## src/hw/rtl/bfiq_pkg.sv

```systemverilog
// ============================================================================
// bfiq_pkg
// Shared constants, codes and controller/datapath interface types for the
// Bloom filter insert/query block.
// ============================================================================
`default_nettype none

package bfiq_pkg;

  // bit store
  localparam int MAX_BITS   = 1024;
  localparam int ADDR_W     = $clog2(MAX_BITS);
  localparam int SIZE_W     = ADDR_W + 1;

  // hashing
  localparam int MAX_HASHES = 3;
  localparam int CNT_W      = 2;

  // element and remainder unit
  localparam int ELEM_W     = 32;
  localparam int DIV_BITS   = 4;
  localparam int DIV_STEPS  = ELEM_W / DIV_BITS;
  localparam int DIV_CNT_W  = $clog2(DIV_STEPS);

  // configuration port
  localparam int BMS_W      = 11;
  localparam int CFG_IDX_W  = 1;
  localparam int CFG_DATA_W = 11;
  localparam int CMP_W      = (BMS_W > SIZE_W) ? BMS_W : SIZE_W;

  // stream widths
  localparam int IN_DATA_W  = 32;
  localparam int IN_USER_W  = 1;
  localparam int OUT_DATA_W = 8;

  localparam logic [BMS_W-1:0] RST_BITMAP_SIZE = BMS_W'(MAX_BITS);
  localparam logic [CNT_W-1:0] RST_HASH_COUNT  = CNT_W'(MAX_HASHES);

  typedef enum logic [0:0] {
    OP_INSERT = 1'b0,
    OP_QUERY  = 1'b1
  } op_t;

  typedef enum logic [CFG_IDX_W-1:0] {
    REG_BITMAP_SIZE = 1'b0,
    REG_HASH_COUNT  = 1'b1
  } cfg_reg_t;

  typedef enum logic [5:0] {
    S_CLEAR  = 6'b000001,
    S_IDLE   = 6'b000010,
    S_DIV    = 6'b000100,
    S_HASH   = 6'b001000,
    S_CHECK  = 6'b010000,
    S_RESULT = 6'b100000
  } state_t;

  typedef struct packed {
    logic load;      // take the input transfer
    logic div_step;  // one remainder step
    logic write;     // set bit at current index
    logic read;      // read bit at current index
    logic step;      // advance to next hash index
    logic check;     // fold read bit into answer
    logic out_load;  // move answer into output register
    logic clr_step;  // clear one store entry
  } dp_cmd_t;

  typedef struct packed {
    logic zero_count;
    logic in_query;
    logic is_query;
    logic last_hash;
    logic rd_bit;
    logic clr_last;
    logic out_busy;
  } dp_stat_t;

endpackage

`default_nettype wire

```

## src/hw/rtl/bfiq_ram.sv

```systemverilog
// ============================================================================
// bfiq_ram
// Generic simple dual-port RAM: one write port, one read port, registered
// read data.
// ============================================================================
`default_nettype none

module bfiq_ram #(
  parameter int WIDTH = 1,
  parameter int DEPTH = 1024
) (
  input  wire logic                     clk,
  input  wire logic                     wr_en,
  input  wire logic [$clog2(DEPTH)-1:0] wr_addr,
  input  wire logic [WIDTH-1:0]         wr_data,
  input  wire logic                     rd_en,
  input  wire logic [$clog2(DEPTH)-1:0] rd_addr,
  output logic      [WIDTH-1:0]         rd_data
);

  logic [WIDTH-1:0] mem [DEPTH];

  always_ff @(posedge clk) begin
    if (wr_en) begin
      mem[wr_addr] <= wr_data;
    end
    if (rd_en) begin
      rd_data <= mem[rd_addr];
    end
  end

endmodule

`default_nettype wire

```

## src/hw/rtl/bfiq_datapath.sv

```systemverilog
// ============================================================================
// bfiq_datapath
// Config registers, magnitude/remainder unit, hash index stepping, bit store
// and output register.
// ============================================================================
`default_nettype none

module bfiq_datapath import bfiq_pkg::*; (
  input  wire logic                  clk,
  input  wire logic                  rst,
  input  wire logic                  cfg_valid,
  output logic                       cfg_ready,
  input  wire logic [CFG_IDX_W-1:0]  cfg_index,
  input  wire logic [CFG_DATA_W-1:0] cfg_data,
  input  wire logic [IN_DATA_W-1:0]  s_tdata,
  input  wire logic [IN_USER_W-1:0]  s_tuser,
  output logic                       m_tvalid,
  input  wire logic                  m_tready,
  output logic [OUT_DATA_W-1:0]      m_tdata,
  input  wire dp_cmd_t               cmd,
  output dp_stat_t                   stat
);

  logic [BMS_W-1:0]  bitmap_size;
  logic [CNT_W-1:0]  hash_count;
  op_t               op;
  logic [ELEM_W-1:0] mag;
  logic [SIZE_W-1:0] rem;
  logic [SIZE_W-1:0] idx;
  logic [CNT_W-1:0]  hnum;
  logic              present;
  logic [ADDR_W-1:0] clr_addr;
  logic              out_valid;
  logic              out_present;

  logic [SIZE_W-1:0] size;
  logic [ELEM_W-1:0] elem;
  logic [ELEM_W-1:0] mag_in;
  logic [SIZE_W-1:0] rem_next;
  logic [SIZE_W:0]   hsum;
  logic [SIZE_W-1:0] idx_next;
  logic              rd_bit;
  logic              ram_we;
  logic [ADDR_W-1:0] ram_waddr;

  // zero size behaves as one, oversize saturates
  always_comb begin
    if (bitmap_size == '0) begin
      size = SIZE_W'(1);
    end else if (CMP_W'(bitmap_size) > CMP_W'(MAX_BITS)) begin
      size = SIZE_W'(MAX_BITS);
    end else begin
      size = SIZE_W'(bitmap_size);
    end
  end

  // -2^31 wraps to 0x80000000, which is its magnitude
  assign elem   = s_tdata[ELEM_W-1:0];
  assign mag_in = elem[ELEM_W-1] ? (~elem + ELEM_W'(1)) : elem;

  // restoring remainder, DIV_BITS bits of the magnitude per step
  always_comb begin
    logic [SIZE_W:0]   t;
    logic [SIZE_W-1:0] r;
    r = rem;
    t = '0;
    for (int k = 0; k < DIV_BITS; k++) begin
      t = {r, mag[ELEM_W-1-k]};
      if (t >= {1'b0, size}) begin
        t = t - {1'b0, size};
      end
      r = t[SIZE_W-1:0];
    end
    rem_next = r;
  end

  // (m*(i+1)) mod s = ((m*i) mod s + m mod s) mod s
  always_comb begin
    hsum = {1'b0, idx} + {1'b0, rem};
    if (hsum >= {1'b0, size}) begin
      idx_next = SIZE_W'(hsum - {1'b0, size});
    end else begin
      idx_next = hsum[SIZE_W-1:0];
    end
  end

  assign cfg_ready = 1'b1;

  always_ff @(posedge clk) begin
    if (rst) begin
      bitmap_size <= RST_BITMAP_SIZE;
      hash_count  <= RST_HASH_COUNT;
    end else if (cfg_valid) begin
      unique case (cfg_reg_t'(cfg_index))
        REG_BITMAP_SIZE: bitmap_size <= cfg_data[BMS_W-1:0];
        REG_HASH_COUNT:  hash_count  <= cfg_data[CNT_W-1:0];
        default: ;
      endcase
    end
  end

  always_ff @(posedge clk) begin
    if (cmd.load) begin
      op      <= op_t'(s_tuser[0]);
      mag     <= mag_in;
      rem     <= '0;
      hnum    <= CNT_W'(1);
      present <= 1'b1;
    end
    if (cmd.div_step) begin
      mag <= mag << DIV_BITS;
      rem <= rem_next;
      idx <= rem_next;
    end
    if (cmd.step) begin
      idx  <= idx_next;
      hnum <= hnum + CNT_W'(1);
    end
    if (cmd.check && !rd_bit) begin
      present <= 1'b0;
    end
    if (cmd.out_load) begin
      out_present <= present;
    end
  end

  always_ff @(posedge clk) begin
    if (rst) begin
      clr_addr  <= '0;
      out_valid <= 1'b0;
    end else begin
      if (cmd.clr_step) begin
        clr_addr <= clr_addr + ADDR_W'(1);
      end
      if (cmd.out_load) begin
        out_valid <= 1'b1;
      end else if (m_tready) begin
        out_valid <= 1'b0;
      end
    end
  end

  assign ram_we    = cmd.clr_step | cmd.write;
  assign ram_waddr = cmd.clr_step ? clr_addr : idx[ADDR_W-1:0];

  bfiq_ram #(
    .WIDTH (1),
    .DEPTH (MAX_BITS)
  ) u_store (
    .clk     (clk),
    .wr_en   (ram_we),
    .wr_addr (ram_waddr),
    .wr_data (~cmd.clr_step),
    .rd_en   (cmd.read),
    .rd_addr (idx[ADDR_W-1:0]),
    .rd_data (rd_bit)
  );

  assign m_tvalid = out_valid;
  assign m_tdata  = OUT_DATA_W'(out_present);

  assign stat.zero_count = (hash_count == '0);
  assign stat.in_query   = (op_t'(s_tuser[0]) == OP_QUERY);
  assign stat.is_query   = (op == OP_QUERY);
  assign stat.last_hash  = (hnum == hash_count);
  assign stat.rd_bit     = rd_bit;
  assign stat.clr_last   = (clr_addr == ADDR_W'(MAX_BITS - 1));
  assign stat.out_busy   = out_valid & ~m_tready;

endmodule

`default_nettype wire

```

## src/hw/rtl/bfiq_ctrl.sv

```systemverilog
// ============================================================================
// bfiq_ctrl
// Sequencer: store clear after reset, remainder steps, one store access per
// hash, result hand-off.
// ============================================================================
`default_nettype none

module bfiq_ctrl import bfiq_pkg::*; (
  input  wire logic     clk,
  input  wire logic     rst,
  input  wire logic     s_tvalid,
  output logic          s_tready,
  input  wire dp_stat_t stat,
  output dp_cmd_t       cmd
);

  state_t               state;
  state_t               state_next;
  logic [DIV_CNT_W-1:0] div_cnt;
  logic [DIV_CNT_W-1:0] div_cnt_next;

  assign s_tready = (state == S_IDLE);

  always_comb begin
    cmd          = '0;
    state_next   = state;
    div_cnt_next = div_cnt;
    unique case (state)
      S_CLEAR: begin
        cmd.clr_step = 1'b1;
        if (stat.clr_last) begin
          state_next = S_IDLE;
        end
      end
      S_IDLE: begin
        if (s_tvalid) begin
          cmd.load     = 1'b1;
          div_cnt_next = '0;
          if (!stat.zero_count) begin
            state_next = S_DIV;
          end else if (stat.in_query) begin
            state_next = S_RESULT;
          end
        end
      end
      S_DIV: begin
        cmd.div_step = 1'b1;
        div_cnt_next = div_cnt + DIV_CNT_W'(1);
        if (div_cnt == DIV_CNT_W'(DIV_STEPS - 1)) begin
          state_next = S_HASH;
        end
      end
      S_HASH: begin
        if (stat.is_query) begin
          cmd.read   = 1'b1;
          state_next = S_CHECK;
        end else begin
          cmd.write = 1'b1;
          cmd.step  = 1'b1;
          if (stat.last_hash) begin
            state_next = S_IDLE;
          end
        end
      end
      S_CHECK: begin
        cmd.check = 1'b1;
        cmd.step  = 1'b1;
        if (!stat.rd_bit || stat.last_hash) begin
          state_next = S_RESULT;
        end else begin
          state_next = S_HASH;
        end
      end
      S_RESULT: begin
        if (!stat.out_busy) begin
          cmd.out_load = 1'b1;
          state_next   = S_IDLE;
        end
      end
      default: state_next = S_CLEAR;
    endcase
  end

  always_ff @(posedge clk) begin
    if (rst) begin
      state   <= S_CLEAR;
      div_cnt <= '0;
    end else begin
      state   <= state_next;
      div_cnt <= div_cnt_next;
    end
  end

endmodule

`default_nettype wire

```

## src/hw/rtl/bloom_filter_insert_query.sv

```systemverilog
// ============================================================================
// bloom_filter_insert_query
// Bloom filter over a 1024-bit store, multiplicative hashes 1..hash_count.
// ============================================================================
// After reset the store is cleared one bit a cycle, so no input transfer is
// taken until the clear is done (config writes are taken throughout). Each
// item then runs alone: it is accepted, passes through the remainder unit
// (|element| mod bitmap_size, 4 bits a cycle), then gets one store write per
// hash for an insert, or a registered store read and a check per hash for a
// query, stopping at the first clear bit; a query then hands its answer to
// the output register once that register is free. Inserts give no output
// transfer; a query gives one. Config is to be written only while the block
// is idle.
`default_nettype none

module bloom_filter_insert_query import bfiq_pkg::*; (
  input  wire logic                  clk,
  input  wire logic                  rst,
  // config: index 0 bitmap_size, index 1 hash_count
  input  wire logic                  cfg_valid,
  output logic                       cfg_ready,
  input  wire logic [CFG_IDX_W-1:0]  cfg_index,
  input  wire logic [CFG_DATA_W-1:0] cfg_data,
  input  wire logic                  s_tvalid,
  output logic                       s_tready,
  input  wire logic [IN_DATA_W-1:0]  s_tdata,   // [31:0] element
  input  wire logic [IN_USER_W-1:0]  s_tuser,   // [0] op
  output logic                       m_tvalid,
  input  wire logic                  m_tready,
  output logic [OUT_DATA_W-1:0]      m_tdata    // [0] present, [7:1] zero
);

  dp_cmd_t  cmd;
  dp_stat_t stat;

  bfiq_ctrl u_ctrl (
    .clk      (clk),
    .rst      (rst),
    .s_tvalid (s_tvalid),
    .s_tready (s_tready),
    .stat     (stat),
    .cmd      (cmd)
  );

  bfiq_datapath u_dp (
    .clk       (clk),
    .rst       (rst),
    .cfg_valid (cfg_valid),
    .cfg_ready (cfg_ready),
    .cfg_index (cfg_index),
    .cfg_data  (cfg_data),
    .s_tdata   (s_tdata),
    .s_tuser   (s_tuser),
    .m_tvalid  (m_tvalid),
    .m_tready  (m_tready),
    .m_tdata   (m_tdata),
    .cmd       (cmd),
    .stat      (stat)
  );

endmodule

`default_nettype wire

```

## config.mk

```make
export PLATFORM = sky130hd
export DESIGN_NAME = bloom_filter_insert_query
export DESIGN_NICKNAME = d
export VERILOG_FILES = /design/src/hw/rtl/bfiq_pkg.sv /design/src/hw/rtl/bfiq_ram.sv /design/src/hw/rtl/bfiq_datapath.sv /design/src/hw/rtl/bfiq_ctrl.sv /design/src/hw/rtl/bloom_filter_insert_query.sv
export SDC_FILE = /design/constraint.sdc
export NUM_CORES = 2
export LEC_CHECK = 0
export BUFFER_PORTS_ARGS = -buffer_cell sky130_fd_sc_hd__buf_2
export CORE_MARGIN = 2
export CORE_UTILIZATION = 50
export CTS_CLUSTER_SIZE = 40
export DETAILED_ROUTE_END_ITERATION = 8
export GPL_TIMING_DRIVEN = 0
export PLACE_DENSITY = 0.77
export SYNTH_ARGS = -nofsm -noshare
export SYNTH_HDL_FRONTEND = slang
export SYNTH_SLANG_ARGS = --single-unit
```

## constraint.sdc

```tcl
create_clock -name clk -period 29 [get_ports clk]
set_input_delay 1.45 -clock clk [delete_from_list [all_inputs] [get_ports clk]]
set_output_delay 1.45 -clock clk [all_outputs]
set_load 0.01 [all_outputs]
```

==> summary.txt <==
CTS
  – Max H-tree Level: 3
  – Clock-pin slew reported for the worst setup and hold paths after clock tree synthesis: 0.06 ns
  – Number of buffers added by the clock tree synthesis step: 110
  – TritonCTS clock tree: built
  – Root buffer cell: sky130_fd_sc_hd__clkbuf_16
  – Max clock buf depth: 3
  – Cts repair resizes: 0
  – Clk sinks: 1,117
  – Cts hold-fix bufs: 0
  – Buffer count from post-CTS setup fixing: 0
  – Clock latency on the worst-skew pair: 0.73 ns

Setup path
  – Crit Reg-Reg Startpoint: u_dp.bitmap_size[6]$_SDFFE_PP0P_
  – Critical Path Most Common Cell: sky130_fd_sc_hd__o21ai_0
  – Count of cells along the worst register-to-register path: 43
  – Cell type of the slowest stage on the worst timing path: sky130_fd_sc_hd__nor2_1
  – Critical Setup Path Class: reg2reg
  – Startpoint type of the worst setup path: register
  – Delay-heaviest family, CP: compound AO/OA/AOI/OAI gates
  – Critical path capture point type: register
  – Biggest cell delay along the critical path: 0.49 ns
  – Worst path bufs/invs: 4
  – Capture instance of the worst register-to-register path: u_dp.idx[8]$_DFFE_PP_
  – Maximum net fanout on the critical path: 10
  – CP Depth: 43
  – Critical path data required time: 29.39 ns
  – Data arrival time at the worst-slack endpoint: about 11 ns
  – Worst R2R Setup Slack: 18.04 ns

Floorplanning
  – Die boundary width: approximately 330 um
  – Die Y: ~330 um
  – Die Footprint: 107,000 um2
  – Total I/O pin count: 61
  – Core ar.: 103,000 um2
  – Placement Rows: 118
  – Effective utilization at floorplan: 50.3%

Placed design
  – Placement-stage worst setup slack: roughly 18 ns
  – Standard cell area after detailed placement: 54,500 um2
  – Count of buffers inserted at the top-level ports: around 50
  – GPL Wtd Cong: 0.996
  – Placed instance count: 5,205
  – Total half-perimeter wirelength after legalization and detailed placement: 101,000 um

Routing
  – Antenna-violating nets left: 0
  – Mean number of vias per cell: 6.47
  – First drt pass iteration count: 8
  – Routed wire length per instance: 29.2 um
  – # DRC: 0
  – Starting DRT DRC Count: around 6,300
  – Final wirelength: 158,000 um
  – Via count: 34,900

Timing
  – Final worst-path setup slack: 18.04 ns
  – Fin crit period: 10.96 ns
  – Relative max-transition margin: -7.00%
  – Final setup violating endpoints: 0
  – Max Freq: ~91 MHz
  – Period Utilization, post-route: 37.8%
  – Number of slew-limit violations in the final report: 44
  – Setup TNS Final: 0 ns
  – Clock Skew: 0.0571 ns
  – Setup repair after global routing missed its margin: false
  – Hold slack: 0.435 ns
  – Transition time of the tightest slew-check pin: 1.60 ns
  – Number of endpoints with negative hold slack in the final report: 0

Synthesis
  – Async set-or-reset flop fraction in the synthesized netlist: 0%
  – Warning count from the yosys run: 0
  – Post-Syn Instances: between 3,000 and 4,000
  – Top flip-flop cell by instance count after synthesis: sky130_fd_sc_hd__edfxtp_1
  – Number of distinct library cell variants in the gate-level netlist after synthesis: between 70 and 80
  – Number of enable flip-flop cells after synthesis: 1,079
  – Mean instance size in the synthesized netlist: 13.9 um2
  – Post-synthesis sequential area ratio: 63.7%
  – Post-synthesis sequential element count: around 1,100
  – Cell area after technology mapping: 52,100 um2

Final layout
  – Final-layout fill cell count: 7,988
  – Area growth syn-to-layout: 11.2%
  – Final instance area: 57,900 um2
  – Net total in the final layout: 4,063
  – Final standard cell count with taps included and fillers excluded: 5,399
  – Most common cell after layout, fill and taps aside: sky130_fd_sc_hd__nor2_1
  – Highest-count cells in the layout ignoring fill and taps: sky130_fd_sc_hd__nor2_1, sky130_fd_sc_hd__edfxtp_1, sky130_fd_sc_hd__mux4_2, sky130_fd_sc_hd__clkbuf_1, sky130_fd_sc_hd__nand2_1
  – Post-Route Utilization: between 50 and 60%
  – Number of antenna repair diodes: 0
  – Layout cells sized above 1: 16.1%

Worst hold path
  – Worst hold path class: reg2reg
  – Worst hold start: u_dp.present$_SDFFE_PP0P_
  – Number of cells on the worst hold path: 0
  – Worst min-delay path endpoint: u_dp.out_present$_DFFE_PP_

Global routing
  – Number of antenna violations at the first check in global routing: 4
  – Global route overflow: 0
  – Number of global-route vias before repair: 33,400
  – Largest net degree at the start of global routing: 71
  – Overall fraction of global-route tracks in use: approximately 30%
  – First-pass GRT wire length: 223,000 um

Status
  – Outcome: complete, but fails checks
  – Violations in the final reports: max-capacitance violations, max-slew violations

Power and ir drop
  – Largest vdd supply drop: 0.0579 mV
  – Overall Power: about 3.6 mW
  – Leak pwr: 17.7 nW
  – Power per unit of standard cell area: 61.5 nW/um2

Run
  – Number of violations of the max-capacitance limit: 5
worst max-delay path by stage:
stage                                          start  slack, ns                              end
floorplan               u_ctrl.state[4]$_SDFFE_PP0P_       7.70  u_dp.u_store.mem[736]$_DFFE_PP_
global placement        u_ctrl.state[4]$_SDFFE_PP0P_     -11.25  u_dp.u_store.mem[248]$_DFFE_PP_
detailed placement  u_dp.bitmap_size[6]$_SDFFE_PP0P_      18.18            u_dp.idx[3]$_DFFE_PP_
CTS                 u_dp.bitmap_size[6]$_SDFFE_PP0P_      18.15            u_dp.idx[8]$_DFFE_PP_
global route        u_dp.bitmap_size[7]$_SDFFE_PP0P_      17.05            u_dp.idx[8]$_DFFE_PP_
finish              u_dp.bitmap_size[6]$_SDFFE_PP0P_      18.04            u_dp.idx[8]$_DFFE_PP_
flip-flops by register name, summed over array words and instances, names as in the netlist:
signal                cells
u_ctrl.div_cnt            3
u_ctrl.state              6
u_dp.bitmap_size         11
u_dp.clr_addr            10
u_dp.hash_count           2
u_dp.hnum                 2
u_dp.idx                 11
u_dp.m_tvalid             1
u_dp.mag                 32
u_dp.op                   1
u_dp.out_present          1
u_dp.present              1
u_dp.rem                 11
u_dp.u_store.mem       1024
u_dp.u_store.rd_data      1
cells in the mapped netlist, types with 7 or more instances:
library cell | number | area share (%)
sky130_fd_sc_hd__a21o_1 | 18 | 0.26
sky130_fd_sc_hd__a21oi_1 | 70 | 0.67
sky130_fd_sc_hd__and2_1 | 10 | 0.12
sky130_fd_sc_hd__buf_1 | 58 | 0.42
sky130_fd_sc_hd__buf_2 | 19 | 0.18
sky130_fd_sc_hd__buf_4 | 17 | 0.24
sky130_fd_sc_hd__buf_6 | 10 | 0.22
sky130_fd_sc_hd__clkbuf_1 | 203 | 1.5
sky130_fd_sc_hd__dfxtp_1 | 38 | 1.5
sky130_fd_sc_hd__edfxtp_1 | 1079 | 62
sky130_fd_sc_hd__ha_1 | 70 | 1.7
sky130_fd_sc_hd__inv_1 | 46 | 0.33
sky130_fd_sc_hd__mux2_2 | 20 | 0.43
sky130_fd_sc_hd__mux2i_1 | 36 | 0.69
sky130_fd_sc_hd__mux4_2 | 337 | 15
sky130_fd_sc_hd__nand2_1 | 192 | 1.4
sky130_fd_sc_hd__nand2b_1 | 14 | 0.17
sky130_fd_sc_hd__nand3_1 | 49 | 0.47
sky130_fd_sc_hd__nand3b_1 | 12 | 0.17
sky130_fd_sc_hd__nand4_1 | 15 | 0.18
sky130_fd_sc_hd__nor2_1 | 1094 | 7.9
sky130_fd_sc_hd__nor2b_1 | 21 | 0.25
sky130_fd_sc_hd__nor3_1 | 20 | 0.19
sky130_fd_sc_hd__nor3b_1 | 7 | 0.10
sky130_fd_sc_hd__o21a_1 | 8 | 0.12
sky130_fd_sc_hd__o21ai_0 | 77 | 0.74
sky130_fd_sc_hd__o31ai_1 | 13 | 0.19
sky130_fd_sc_hd__or3_1 | 12 | 0.14
sky130_fd_sc_hd__xnor2_1 | 36 | 0.61
sky130_fd_sc_hd__xor2_1 | 50 | 0.84
where the power goes:
part | switching [mW] | leakage, nW | internal [mW] | total, mW
Clock | 0.629 | 1.66 | 0.753 | 1.38
Combinational | 0.261 | 5.91 | 0.0840 | 0.345
Sequential | 0.00387 | 10.2 | 1.83 | 1.84
Total | 0.893 | 17.7 | 2.67 | 3.56
kinds of logic (layout without fill, tap and decap cells):
family | Yosys count | in the layout | share of synthesized area [%]
other | 2 | 8 | 0.0144
adder cells (fa/ha/maj) | 76 | 76 | 1.91
multiplexers | 394 | 394 | 15.7
buffers and inverters | 355 | 619 | 2.87
AO/OA/AOI/OAI | 247 | 247 | 2.94
AND/OR/NAND/NOR | 1472 | 1472 | 11.4
XOR/XNOR | 86 | 86 | 1.45
flip-flops | 1117 | 1117 | 63.7
routing by layer:
metal	part of all wire, %	wire (um)	track usage [%]	vias to the layer above
li1	-	-	-	14200
met1	33	52300	37.0	17200
met2	45	71000	44.4	2910
met3	15	23900	9.76	602
met4	6.5	10200	15.9	8
met5	0.11	166	0.577	-
layout make-up:
class                   instances  area [um2]  share of cell area [%]
plain buffers                 308        1330                    2.29
well taps                    1380        1730                    2.98
repair buffers                 70         626                    1.08
clock inverters                60         531                   0.916
flip-flops and latches       1117       33200                    57.3
multi-input cells            2283       17500                    30.2
clock buffers                 134        2890                    4.98
inverters                      47         176                   0.305
worst reg2reg max path, delay by kind of cell, from the launching register on:
kind	cells	cell delay (ns)
compound gates	19	3.93
fa+ha+maj	5	1.89
buf+inv	4	0.74
flops	1	0.33
mux	4	1.24
simple gates	11	2.56
(Power assumes the default switching activity.)
